==> config.mk <==
export PLATFORM = sky130hd
export DESIGN_NAME = skb_cell
export DESIGN_NICKNAME = d
export VERILOG_FILES = /design/src/design/skb_pkg.sv /design/src/design/skb_cell.sv
export SDC_FILE = /design/constraint.sdc
export NUM_CORES = 1
export LEC_CHECK = 0
export BUFFER_PORTS_ARGS = -buffer_cell sky130_fd_sc_hd__buf_2
export CAP_MARGIN = 20
export CORE_MARGIN = 2
export CORE_UTILIZATION = 37
export CTS_BUF_LIST = sky130_fd_sc_hd__clkbuf_4 sky130_fd_sc_hd__clkbuf_8 sky130_fd_sc_hd__clkbuf_16
export DETAILED_ROUTE_END_ITERATION = 10
export GPL_TIMING_DRIVEN = 0
export PLACE_DENSITY = 0.8
export SYNTH_ARGS = -nofsm -noshare
export SYNTH_HDL_FRONTEND = slang
export SYNTH_SLANG_ARGS = --single-unit
==> constraint.sdc <==
create_clock -name clk -period 8.4 [get_ports clk]
set_clock_uncertainty 0.1 [all_clocks]
set_input_delay 0.84 -clock clk [delete_from_list [all_inputs] [get_ports clk]]
set_output_delay 0.84 -clock clk [all_outputs]
set_load 0.01 [all_outputs]
==> src/design/skb_pkg.sv <==
package skb_pkg;

  localparam int MAX_SPRITES_DEF = 64;
  localparam int IDX_W           = 6;
  localparam int CNT_W           = 7;
  localparam int TEX_W           = 32;
  localparam int DEPTH_W         = 32;
  localparam int VTX_W           = 9;
  localparam int VERTS           = 6;

  typedef enum logic [1:0] {
    MODE_NONE       = 2'd0,
    MODE_DEPTH_ASC  = 2'd1,
    MODE_DEPTH_DESC = 2'd2,
    MODE_TEX_ASC    = 2'd3
  } mode_t;

  typedef enum logic [1:0] {
    ST_LOAD,
    ST_SORT,
    ST_RUN,
    ST_EMIT
  } state_t;

  typedef enum logic [2:0] {
    OP_HOLD,
    OP_LOAD,
    OP_SORT,
    OP_RUN,
    OP_SHIFT
  } cell_op_t;

  typedef struct packed {
    logic [TEX_W-1:0]          texture_id;
    logic signed [DEPTH_W-1:0] depth_key;
    logic                      last_sprite;
  } sprite_in_t;

  typedef struct packed {
    logic [IDX_W-1:0] sprite_index;
    logic [TEX_W-1:0] texture_out;
    logic             batch_start;
    logic [VTX_W-1:0] batch_vertex_offset;
    logic [VTX_W-1:0] batch_vertex_count;
    logic             overflow;
    logic             last_out;
  } result_t;

  // one stored sprite, run is the number of records from it to the end of its texture run
  typedef struct packed {
    logic [TEX_W-1:0]          tex;
    logic signed [DEPTH_W-1:0] depth;
    logic [IDX_W-1:0]          idx;
    logic [CNT_W-1:0]          run;
  } rec_t;

  typedef struct packed {
    cell_op_t         op;
    mode_t            mode;
    logic             odd;
    logic [IDX_W-1:0] wr_sel;
    logic [CNT_W-1:0] count;
  } cell_ctrl_t;

endpackage

==> src/design/skb_cell.sv <==
module skb_cell #(
  parameter int INDEX = 0
) (
  input  logic                clk,
  input  skb_pkg::cell_ctrl_t ctrl,
  input  skb_pkg::sprite_in_t in_item,
  input  skb_pkg::rec_t       left_rec,
  input  skb_pkg::rec_t       right_rec,
  input  logic                swap_left,
  output skb_pkg::rec_t       rec,
  output logic                swap_right
);

  skb_pkg::rec_t rec_next;
  logic          right_valid;
  logic          pair_here;
  logic          ahead;

  assign right_valid = (skb_pkg::CNT_W'(INDEX + 1) < ctrl.count);
  assign pair_here   = right_valid && (ctrl.odd == 1'(INDEX % 2));

  // right neighbor strictly belongs ahead of this cell
  always_comb begin
    case (ctrl.mode)
      skb_pkg::MODE_DEPTH_ASC:  ahead = $signed(right_rec.depth) < $signed(rec.depth);
      skb_pkg::MODE_DEPTH_DESC: ahead = $signed(right_rec.depth) > $signed(rec.depth);
      skb_pkg::MODE_TEX_ASC:    ahead = right_rec.tex < rec.tex;
      default:                  ahead = 1'b0;
    endcase
  end

  assign swap_right = (ctrl.op == skb_pkg::OP_SORT) && pair_here && ahead;

  always_comb begin
    rec_next = rec;
    case (ctrl.op)
      skb_pkg::OP_LOAD: begin
        if (ctrl.wr_sel == skb_pkg::IDX_W'(INDEX)) begin
          rec_next.tex   = in_item.texture_id;
          rec_next.depth = in_item.depth_key;
          rec_next.idx   = skb_pkg::IDX_W'(INDEX);
        end
      end
      skb_pkg::OP_SORT: begin
        if (swap_right) begin
          rec_next = right_rec;
        end else if (swap_left) begin
          rec_next = left_rec;
        end
      end
      skb_pkg::OP_RUN: begin
        if (right_valid && (right_rec.tex == rec.tex)) begin
          rec_next.run = right_rec.run + skb_pkg::CNT_W'(1);
        end else begin
          rec_next.run = skb_pkg::CNT_W'(1);
        end
      end
      skb_pkg::OP_SHIFT: rec_next = right_rec;
      default:           rec_next = rec;
    endcase
  end

  always_ff @(posedge clk) begin
    rec <= rec_next;
  end

endmodule

-- After elaboration in Yosys (flattened, before gate mapping)
Index checks and enable logic that the tools add are counted.
W data, S select, Z words.
- bits in registers: 77
- latch bits: 0
- memory bits (writable): 0
- ROM bits: 0
- output and inout bits: 78
- logic and storage cells: 36
- memories kept: 0
- add/sub/neg operators: 1
- multiply operators: 0
- divide/modulo/power cells: 0
- order comparisons: 4
- eq/ne operators: 10
- shift-type cells: 0
- mux-type cells: 7
- bitwise operators: 1
- reduce and logical (&&, ||, !) cells: 9
- operators by type and width (cell ; count):
    $pmux W70 S3 ; 1
    $mux W77 ; 2
    $mux W70 ; 1
    $lt A32 B32 Y1 ; 2
    $eq A32 B32 Y1 ; 1
    $gt A32 B32 Y1 ; 1
    $pmux W7 S3 ; 1
    $add A7 B1 Y7 const B ; 1
    $lt A1 B7 Y1 const A ; 1
    $mux W7 ; 1
    $eq A3 B2 Y1 const B ; 2
    $logic_not A6 Y1 ; 1
    $reduce_bool A3 Y1 ; 2
    $eq A2 B2 Y1 const B ; 2
    $logic_and A1 B1 Y1 ; 4
    $eq A3 B1 Y1 const B ; 1
    $eq A3 B3 Y1 const B ; 1
    $ne A3 B3 Y1 const B ; 1
    $pmux W1 S3 ; 1
    $reduce_and A3 Y1 ; 1
    $eq A2 B1 Y1 const B ; 1
    $ne A2 B2 Y1 const B ; 1
    $reduce_and A2 Y1 ; 1
    $not A1 Y1 ; 1

-- Depth between registers and ports, before layout
Gate-level depths: netlist of run 1.
- depth after elaboration: 6
- gate-level depth with buffers: 12
- mapped depth without buffers: 10

-- Worst setup path after synthesis of run 1
No wires, ideal clock.
- kind: input to register
- start: input right_rec[27] in the netlist's numbering
- end: register rec[10] in the netlist's numbering, enable pin
- library setup time: 507 ps
- arrival time: 5576 ps
- required time: 7793 ps
- setup slack: 2217 ps
- cell stages on the path: 10
- cell sequence: ha_1 > a21oi_2 > nand2_1 > a221o_1 > o31ai_2 > a21oi_2 > mux2_4 > buf_6 > nor3_1 > o21ai_1
- word-level cells in the longest chain between the ends: 5
- elaborated cells between the ends (all ways): 6
- those cells by class: order compare (2); eq/ne (1); mux (1); reduce/logical (2)
- RTL lines (element ; RTL line ; text):
    from (decl) ; skb_cell.sv:8 ; input skb_pkg::rec_t right_rec,
    $gt A32 B32 Y1 or $lt A32 B32 Y1 (tied branches) ; skb_cell.sv:26, skb_cell.sv:25 ;
    $pmux W1 S3 (*) ; skb_cell.sv:24 ; case (ctrl.mode)
    $logic_and A1 B1 Y1 (*) ; skb_cell.sv:32 ; assign swap_right = (ctrl.op == skb_pkg::OP_SORT) && pair_here && ahead;
    $ne A3 B3 Y1 (no source line) (*) ; - ;
    $reduce_and A3 Y1 (no source line) (*) ; - ;
    to (signal assigned) ; skb_cell.sv:64 ; rec <= rec_next;
    to (decl) ; skb_cell.sv:10 ; output skb_pkg::rec_t rec,
Mark *: on every way between the ends. The rest lies on a longest branch, timed or not.
A chain may end at the register's enable or synchronous reset.

-- Final worst setup path of run 1
- start: input right_rec[27] in the netlist's numbering
- end: output swap_right
- word-level cells in the longest chain between the ends: 3
- elaborated cells between the ends (all ways): 4
- those cells by class: order compare (2); mux (1); reduce/logical (1)
- RTL lines (element ; RTL line ; text):
    $gt A32 B32 Y1 or $lt A32 B32 Y1 (tied branches) ; skb_cell.sv:26, skb_cell.sv:25 ;
    $pmux W1 S3 (*) ; skb_cell.sv:24 ;
    $logic_and A1 B1 Y1 (*) ; skb_cell.sv:32 ;
    to (decl) ; skb_cell.sv:11 ; output logic swap_right
Marked as above.

==> results of run 1 <==
-- metrics by stage --
step / cells / utilization, % / setup WS [ns] / instance area, sq um
2_1_floorplan: 543 / - / 2.217 / 5718
4_1_cts: 1062 / 51.74 / 3.829 / 7836
5_1_grt: 1062 / 51.74 / 3.595 / 7836
3_3_place_gp: 1046 / 49.71 / 0.09095 / 7530
3_5_place_dp: 1048 / 50.05 / 3.835 / 7581
6_report: 1062 / 51.74 / 3.816 / 7836
-- worst max-delay path: cells and delay by family --
kind	cells	cell delay, ns
compound gates	3	0.64
buf+inv	4	0.56
mux	1	0.35
simple gates	3	0.90
fa+ha+maj	1	0.33
-- area by class of cell --
type | instances | area, sq um | share of cell area (%)
multi-input combinational | 368 | 2979 | 38.02
sequential | 77 | 2312 | 29.51
timing repair buffer | 317 | 1617 | 20.63
inverter | 66 | 247.7 | 3.161
tap | 188 | 235.2 | 3.002
clock buffer | 9 | 225.2 | 2.874
buffer | 32 | 190.2 | 2.427
clock inverter | 5 | 30.03 | 0.3832
-- worst max path at each step --
| stage | startpoint | to | slack [ns] | cells after the start |
|---|---|---|---|---|
| after global routing | right_rec[27] | swap_right | 3.60 | 12 |
| after detailed placement | right_rec[27] | swap_right | 3.84 | 12 |
| final | right_rec[27] | swap_right | 3.82 | 12 |
| after floorplan | right_rec[27] | rec[10] | 2.22 | 10 |
| after CTS | right_rec[27] | swap_right | 3.83 | 12 |
| after global placement | right_rec[27] | rec[26] | 0.09 | 11 |
-- power groups by stage --
stage,clock network (uW),registers [uW],logic (uW)
final,354,477,307
after global routing,373,480,341
after CTS,360,477,307
after detailed placement,0,485,305
after global placement,0,487,296
after floorplan,0,501,146
-- kinds of logic (layout without fill, tap and decap cells) --
logic type	count (synthesis)	count (layout)	synth area share, %
AOI/OAI and AO/OA	151	151	21.42
and+or+nand+nor	149	149	15.67
buffers and inverters	98	429	7.659
DFF	77	77	40.44
adders and majority gates	65	65	14.22
muxes	2	2	0.4376
xor gates and xnor gates	1	1	0.1532
-- synth_stat cells (3+ instances only) --
library cell | instances | area, sq um
a21o_1 | 13 | 97.59
a21oi_1 | 26 | 130.1
a221o_1 | 65 | 650.6
a22o_1 | 7 | 61.31
and3_1 | 67 | 419.2
buf_2 | 8 | 40.04
buf_6 | 8 | 90.09
clkbuf_1 | 16 | 60.06
edfxtp_1 | 77 | 2312
ha_1 | 65 | 813.3
inv_1 | 66 | 247.7
nand2_1 | 18 | 67.56
nand2b_1 | 3 | 18.77
nand3_1 | 5 | 25.02
nand4_1 | 13 | 81.33
nor2_1 | 10 | 37.54
nor2b_1 | 3 | 18.77
nor3_1 | 7 | 35.03
nor3b_1 | 5 | 37.54
nor4_1 | 4 | 25.02
o211ai_2 | 4 | 50.05
o21ai_0 | 13 | 65.06
o21ai_1 | 7 | 35.03
-- metal layers --
layer	GRT usage (%)	wire (microns)	vias to the layer above
met4	7.175	383	0
met2	41.24	9833	302
met3	4.800	1559	33
met1	30.81	8507	2783
li1	-	-	2792
met5	0	0	-
==> key figures, run 1 <==
Global route
  • Total congestion overflow: 0
  • Pin count of the biggest net entering global routing: 31
  • GR Util All Layers: about a quarter
  • First-pass GRT wire length: 30.26 mm
  • Vias in the first global route: 5,757
  • Initial antenna violation count: 0

Pwr
  • Power Dens Cells: around 150 nW/um^2
  • Power share of the clock group: a little under a third
  • Sw Pwr: 332.7 uW
  • Cell leakage power: 0.004012 uW
  • Switching part of the total power: 29.24%
  • Sequential fraction of design power: 41.9%
  • Internal power: 804.9 uW
  • Comb power frac: ~27%
  • Pwr Total: 1138 uW
  • Worst VDD drop: 0.08318 mV

Detailed routing
  • Post-route DRC: 0
  • Starting DRT DRC Count: approximately 440
  • Pre-antenna DRT Iters: 5
  • Drt total wl: between 20 and 25 mm
  • Antenna Nets Post-Route: 0
  • Vias per cell: 5.565
  • WL per Instance: 19.10 microns
  • Via count: approximately 5,900

Cells and area
  • Biggest register: rec
  • ANT cells: 0
  • Synthesis-to-layout area growth: 37.05%
  • Fill cells: 1,429
  • Top Registers: rec: 77 flops
  • Nets: 1,176
  • Fraction of layout cells with a size suffix above 1: around two fifths
  • Most common cell after layout, fill and taps aside: buf_2
  • Most frequent cells in the layout: buf_2 (323), edfxtp_1 (77), and3_1 (67), inv_1 (66)
  • Number of flip-flops in the largest register: 77

Floorplanning
  • Die Area: approximately 16,000 sq um
  • Die Height: approximately 130 microns
  • Boundary Pins: 318
  • Starting Density: 37.75%
  • Die W: 128.3 microns
  • Row cnt: 45
  • Core area: 15,150 sq um

Timing
  • Tightest Pin Transition: 0.8125 ns
  • Hold Slack: between 0.6 and 0.7 ns
  • Final setup viols: 0
  • F_max: 218.1 MHz
  • Setup tns final: 0 ns
  • Final Hold Vio Count: 0
  • Max-slew violation count: 0
  • Slew margin rel.: between 40% and 50%
  • Crit share post-route: 54.57%
  • RSZ-0062 raised after global routing: false
  • Tmin final: 4.584 ns

Worst setup path
  • Critical Path, Cell by Cell: buf_2 -> ha_1 -> nand4_1 -> nor4_1 -> a21boi_1 -> o31ai_2 -> a21oi_2 -> mux2_4 -> buf_6 -> or2_1 -> buf_2 -> buf_2
  • CP startpoint kind: primary input
  • CP max stage cell: nor4_1
  • FF-to-FF Start: rec[27]
  • Cell mode on critical path: buf_2
  • Crit Path Class: primary input to output pin
  • R2R Setup Slk: 4.56 ns
  • Setup crit end kind: output pin
  • Max incr delay on CP: 0.52 ns
  • FF-to-FF End: rec[18]
  • Critical-path maximum fanout: 10
  • Worst path arrival time: 3.64 ns
  • Worst r2r path cells: 12
  • CP required: approximately 7.5 ns

Hold path
  • HP Class: primary input to flip-flop
  • Hold Crit Start: left_rec[12]
  • Cell count of the worst hold path: 2
  • Worst Hold Endpoint: rec[12]

Clock network
  • CTS Hold Bufs: 0
  • Postcts setup bufs: 0
  • Clk buf depth: 2
  • Skew-Pair Late Insertion Delay: 0.34 ns
  • H-tree Lvls: 3
  • Root buffer selected by CTS: clkbuf_16
  • TritonCTS buffer count: 9
  • Clock Sink Count: 77
  • CTS clk-pin slew, worst paths: 0.06 ns
  • Resized Gates After CTS: 0
  • CTS tree: built

Logic synthesis
  • Syn Inst Count: approximately 540
  • Mapped Area: 5718 sq um
  • Seq/Total Area, Yosys: between 40 and 50%
  • Ys flop type: edfxtp_1
  • Ys Warns: 0
  • Syn Area/Cell: approximately 11 sq um
  • Yosys cell types: 48
  • Yosys reg bits: a little under 80
  • Mapped Nets: 848
  • Post-synth ARST share: 0%
  • EDFF count, synth: 77

Place
  • Hpwl dp: 16.58 mm
  • Number of port buffers: 315
  • Placer Congestion: between 0.9 and 1

Outcome
  • Status: complete, no violations

Flow run
  • Max-Cap Viols: 0
Power figures use the tool's default switching activity.
==> inputs of run 2 (changes only) <==
- ABC_AREA: unset -> 1
- PLACE_DENSITY: 0.8 -> 0.78
- clock period: 8.4 -> 3.8 ns (I/O delays scaled with it)
==> key figures, run 2 <==
Outcome
  • Status: complete, no violations (unchanged)

Logic synthesis
  • Parity-gate share of the synthesized area counting xor and xnor cells: 0.5884% (was 0.1532%)
  • Largest family of logic cells by synthesized area: simple AND/OR/NAND/NOR gates (was compound AO/OA/AOI/OAI gates)
  • Post-synth ARST share: 0% (unchanged)
  • Area share of fa/ha/maj cells after synthesis: 10.93% (was 14.22%)
  • Ys Warns: 0 (unchanged)
  • Syn Inst Count: 1,116 (was 543)
  • Most common cell in the netlist: inv_1 (was edfxtp_1)
  • Ys flop type: edfxtp_1 (unchanged)
  • Cell taking the most area after synthesis: edfxtp_1 (unchanged)
  • Top cell type's share of synthesized area: 31.07% (was 40.44%)
  • Seq/Total Area, Yosys: 31.07% (was 40.44%)
  • Yosys cell types: 33 (was 48)
  • Mux cell area share after synthesis: 0% (was 0.4376%)
  • Top cells by count, synth: inv_1 (310), nand3_1 (219), nand2_1 (217) (was edfxtp_1 (77), and3_1 (67), inv_1 (66))
  • Synth Area in Simple Gates: 30.11% (was 15.67%)
  • Syn Area/Cell: 6.669 sq um (was 10.53 sq um)
  • Yosys reg bits: 77 (unchanged)
  • Mapped Area: 7442 sq um (was 5718 sq um)
  • EDFF count, synth: 77 (unchanged)
  • Mapped Nets: 1,421 (was 848)
  • Area contributors post-synth: edfxtp_1 (31%), inv_1 (16%), nand3_1 (15%), nand2_1 (11%), ha_1 (11%) (was edfxtp_1 (40%), ha_1 (14%), a221o_1 (11%), and3_1 (7.3%), inv_1 (4.3%))
  • Synth Area in Compound Gates: 8.289% (was 21.42%)

Cells and area
  • Fin area: 9808 sq um (was 7836 sq um)
  • Top Registers: rec: 77 flops (unchanged)
  • Number of flip-flops in the largest register: 77 (unchanged)
  • Core Util, Final: 50.07% (was 51.74%)
  • Layout Cells excl Fill: 1,719 (was 1,062)
  • Synthesis-to-layout area growth: 31.79% (was 37.05%)
  • Fraction of layout cells with a size suffix above 1: 25.69% (was 41.08%)
  • Most common cell after layout, fill and taps aside: buf_2 (unchanged)
  • Biggest register: rec (unchanged)
  • Nets: 1,753 (was 1,176)
  • Most frequent cells in the layout: buf_2 (330), inv_1 (310), nand3_1 (219), nand2_1 (217), edfxtp_1 (77) (was buf_2 (323), edfxtp_1 (77), and3_1 (67), inv_1 (66))

Worst setup path
  • Setup crit end kind: output pin (unchanged)
  • Critical Path, Cell by Cell: inv_1 -> ha_1 -> nand2_1 -> nor2_1 -> nand2_1 -> nor3b_2 -> nand2_1 -> nand3_1 -> nand2_1 -> nand2_1 -> nand3_2 -> nand2_4 -> buf_2 -> inv_1 -> buf_2 (was buf_2 -> ha_1 -> nand4_1 -> nor4_1 -> a21boi_1 -> o31ai_2 -> a21oi_2 -> mux2_4 -> buf_6 -> or2_1 -> buf_2 -> buf_2)
  • CP startpoint kind: flip-flop (was primary input)
  • Crit Path Class: flip-flop to output pin (was primary input to output pin)
  • Cell mode on critical path: nand2_1 (was buf_2)
  • Worst path arrival time: 3.00 ns (was 3.64 ns)
  • CP required: 3.32 ns (was 7.46 ns)
  • Max incr delay on CP: 0.35 ns (was 0.52 ns)
  • CP max stage cell: edfxtp_1 (was nor4_1)
  • Critical-path maximum fanout: 10 (unchanged)

Place
  • Number of port buffers: 315 (unchanged)
  • Hpwl dp: 21.91 mm (was 16.58 mm)
  • Place WS: -0.3358 ns (was 3.835 ns)
  • Placed Cells: 1,699 (was 1,048)
  • Placed instance area: 9448 sq um (was 7581 sq um)
  • Placer Congestion: 0.9165 (was 0.9267)

Pwr
  • Worst VDD drop: 0.1985 mV (was 0.08318 mV)
  • Internal power: 1984 uW (was 804.9 uW)
  • Sw Pwr: 961.0 uW (was 332.7 uW)
  • Power share of the clock group: 32.2% (was 31.1%)
  • Power Dens Cells: 300.2 nW/um^2 (was 145.2 nW/um^2)
  • Switching part of the total power: 32.63% (was 29.24%)
  • Sequential fraction of design power: 36.6% (was 41.9%)
  • Cell leakage power: 0.005719 uW (was 0.004012 uW)
  • Comb power frac: 31.2% (was 27.0%)

Timing
  • Slew margin rel.: 46.71% (was 45.83%)
  • Final setup viols: 0 (unchanged)
  • Tightest Pin Transition: 0.7993 ns (was 0.8125 ns)
  • F_max: 287.1 MHz
  • Min setup slack post-route: 0.3167 ns (was 3.816 ns)
  • RSZ-0062 raised after global routing: false (unchanged)
  • Crit share post-route: 91.67%
  • Tmin final: 3.483 ns
  • Final Hold Vio Count: 0 (unchanged)
  • Max-slew violation count: 0 (unchanged)
  • Hold Slack: 0.2202 ns (was 0.6876 ns)

Floorplanning
  • Die W: 145.8 microns (was 128.3 microns)
  • Starting Density: 37.99% (was 37.75%)
  • Row cnt: 51 (was 45)
  • Die Height: 145.8 microns (was 128.3 microns)
  • Boundary Pins: 318 (unchanged)
  • Die Area: 21,260 sq um (was 16,460 sq um)
  • Core area: 19,590 sq um (was 15,150 sq um)

Global route
  • Total congestion overflow: 0 (unchanged)
  • Pin count of the biggest net entering global routing: 23 (was 31)
  • Initial antenna violation count: 2 (was 0)
  • GR Util All Layers: 25.09% (was 24.07%)
  • First-pass GRT wire length: 42.39 mm (was 30.26 mm)
  • Vias in the first global route: 8,417 (was 5,757)

Detailed routing
  • WL per Instance: 15.91 microns (was 19.10 microns)
  • Via count: 8,461 (was 5,910)
  • Starting DRT DRC Count: 528 (was 439)
  • Vias per cell: 4.922 (was 5.565)
  • Drt total wl: 27.34 mm (was 20.28 mm)
  • Antenna Nets Post-Route: 0 (unchanged)
  • Post-route DRC: 0 (unchanged)
  • Pre-antenna DRT Iters: 5 (unchanged)

Clock network
  • Clk buf depth: 2 (unchanged)
  • CTS clk-pin slew, worst paths: 0.06 ns (about the same)
  • CTS tree: built (unchanged)
  • Clock Sink Count: 77 (unchanged)
  • CTS Hold Bufs: 0 (unchanged)
  • Root buffer selected by CTS: clkbuf_16 (unchanged)
  • Skew-Pair Late Insertion Delay: 0.35 ns (was 0.34 ns)
  • H-tree Lvls: 3 (unchanged)
  • TritonCTS buffer count: 9 (unchanged)

Flow run
  • Max-Cap Viols: 0 (unchanged)

Hold path
  • HP Class: primary input to flip-flop (unchanged)
run 2: cell types whose count changed in the layout (fill, tap and decap cells not counted), sizes merged, moves of 8 or more:
| cell | change |
|---|---|
| a21o | -12 |
| a221o | -65 |
| and3 | -66 |
| buf | +8 |
| clkbuf | +17 |
| inv | +245 |
| nand2 | +200 |
| nand3 | +225 |
| nor2 | +11 |
| o21ai | +53 |
run 2: cell families after synthesis:
kind of cell | Yosys count
xor+xnor | 5
simple gates | 488
compound gates | 118
buf+inv | 363
flops | 77
fa+ha+maj | 65
run 2: routing by layer:
layer	vias up	track usage, %	routed length, microns	part of all wire, %
met5	-	0	13	0.048
met4	2	9.804	828	3.0
met3	57	4.765	2313	8.5
met2	451	44.72	13240	48
met1	3744	29.74	10950	40
li1	4207	-	-	-
run 2: critical path, delay by kind of cell (launching register included):
kind          cells  cell delay [ns]
fa+ha+maj         1             0.34
simple gates     10             1.41
flops             1             0.35
buf+inv           4             0.55
run 2: layout make-up:
class	instances	area [sq um]
diodes	2	5.005
plain buffers	52	247.7
clock buffers	10	232.7
clock inverters	5	76.32
fillers	2029	9782
inverters	311	1167
multi-input cells	676	3741
flip-flops and latches	77	2312
well taps	265	331.6
repair buffers	321	1694
run 2: per-stage QoR:
step           setup TNS [ns]  total power [uW]
6_report                    0              2945
3_3_place_gp           -94.10              1969
2_1_floorplan               0              1600
4_1_cts                     0              2961
3_5_place_dp           -11.48              2005
5_1_grt                     0              3110
run 2: path summary, 6_finish.rpt:
| kind | startpoint | to | slack (ns) | cells past startpoint |
|---|---|---|---|---|
| max | rec[44] | swap_right | 0.32 | 15 |
| min | right_rec[7] | rec[7] | 0.22 | 3 |
| max reg2reg | rec[44] | rec[20] | 0.37 | 17 |
| min reg2reg | rec[45] | rec[0] | 1.23 | 7 |
run 2: repair_timing:
action	4_1_cts	5_1_grt
pin swaps	1	0
setup endpoints to repair	55	58
resized for setup	0	2
buffers inserted	3	0
run 2: power by group through the flow:
stage / logic (uW) / clock network (uW) / registers, uW
3_5_place_dp: 910 / 0 / 1090
3_3_place_gp: 873 / 0 / 1100
4_1_cts: 920 / 964 / 1080
2_1_floorplan: 470 / 0 / 1130
6_report: 919 / 948 / 1080
5_1_grt: 1040 / 989 / 1080
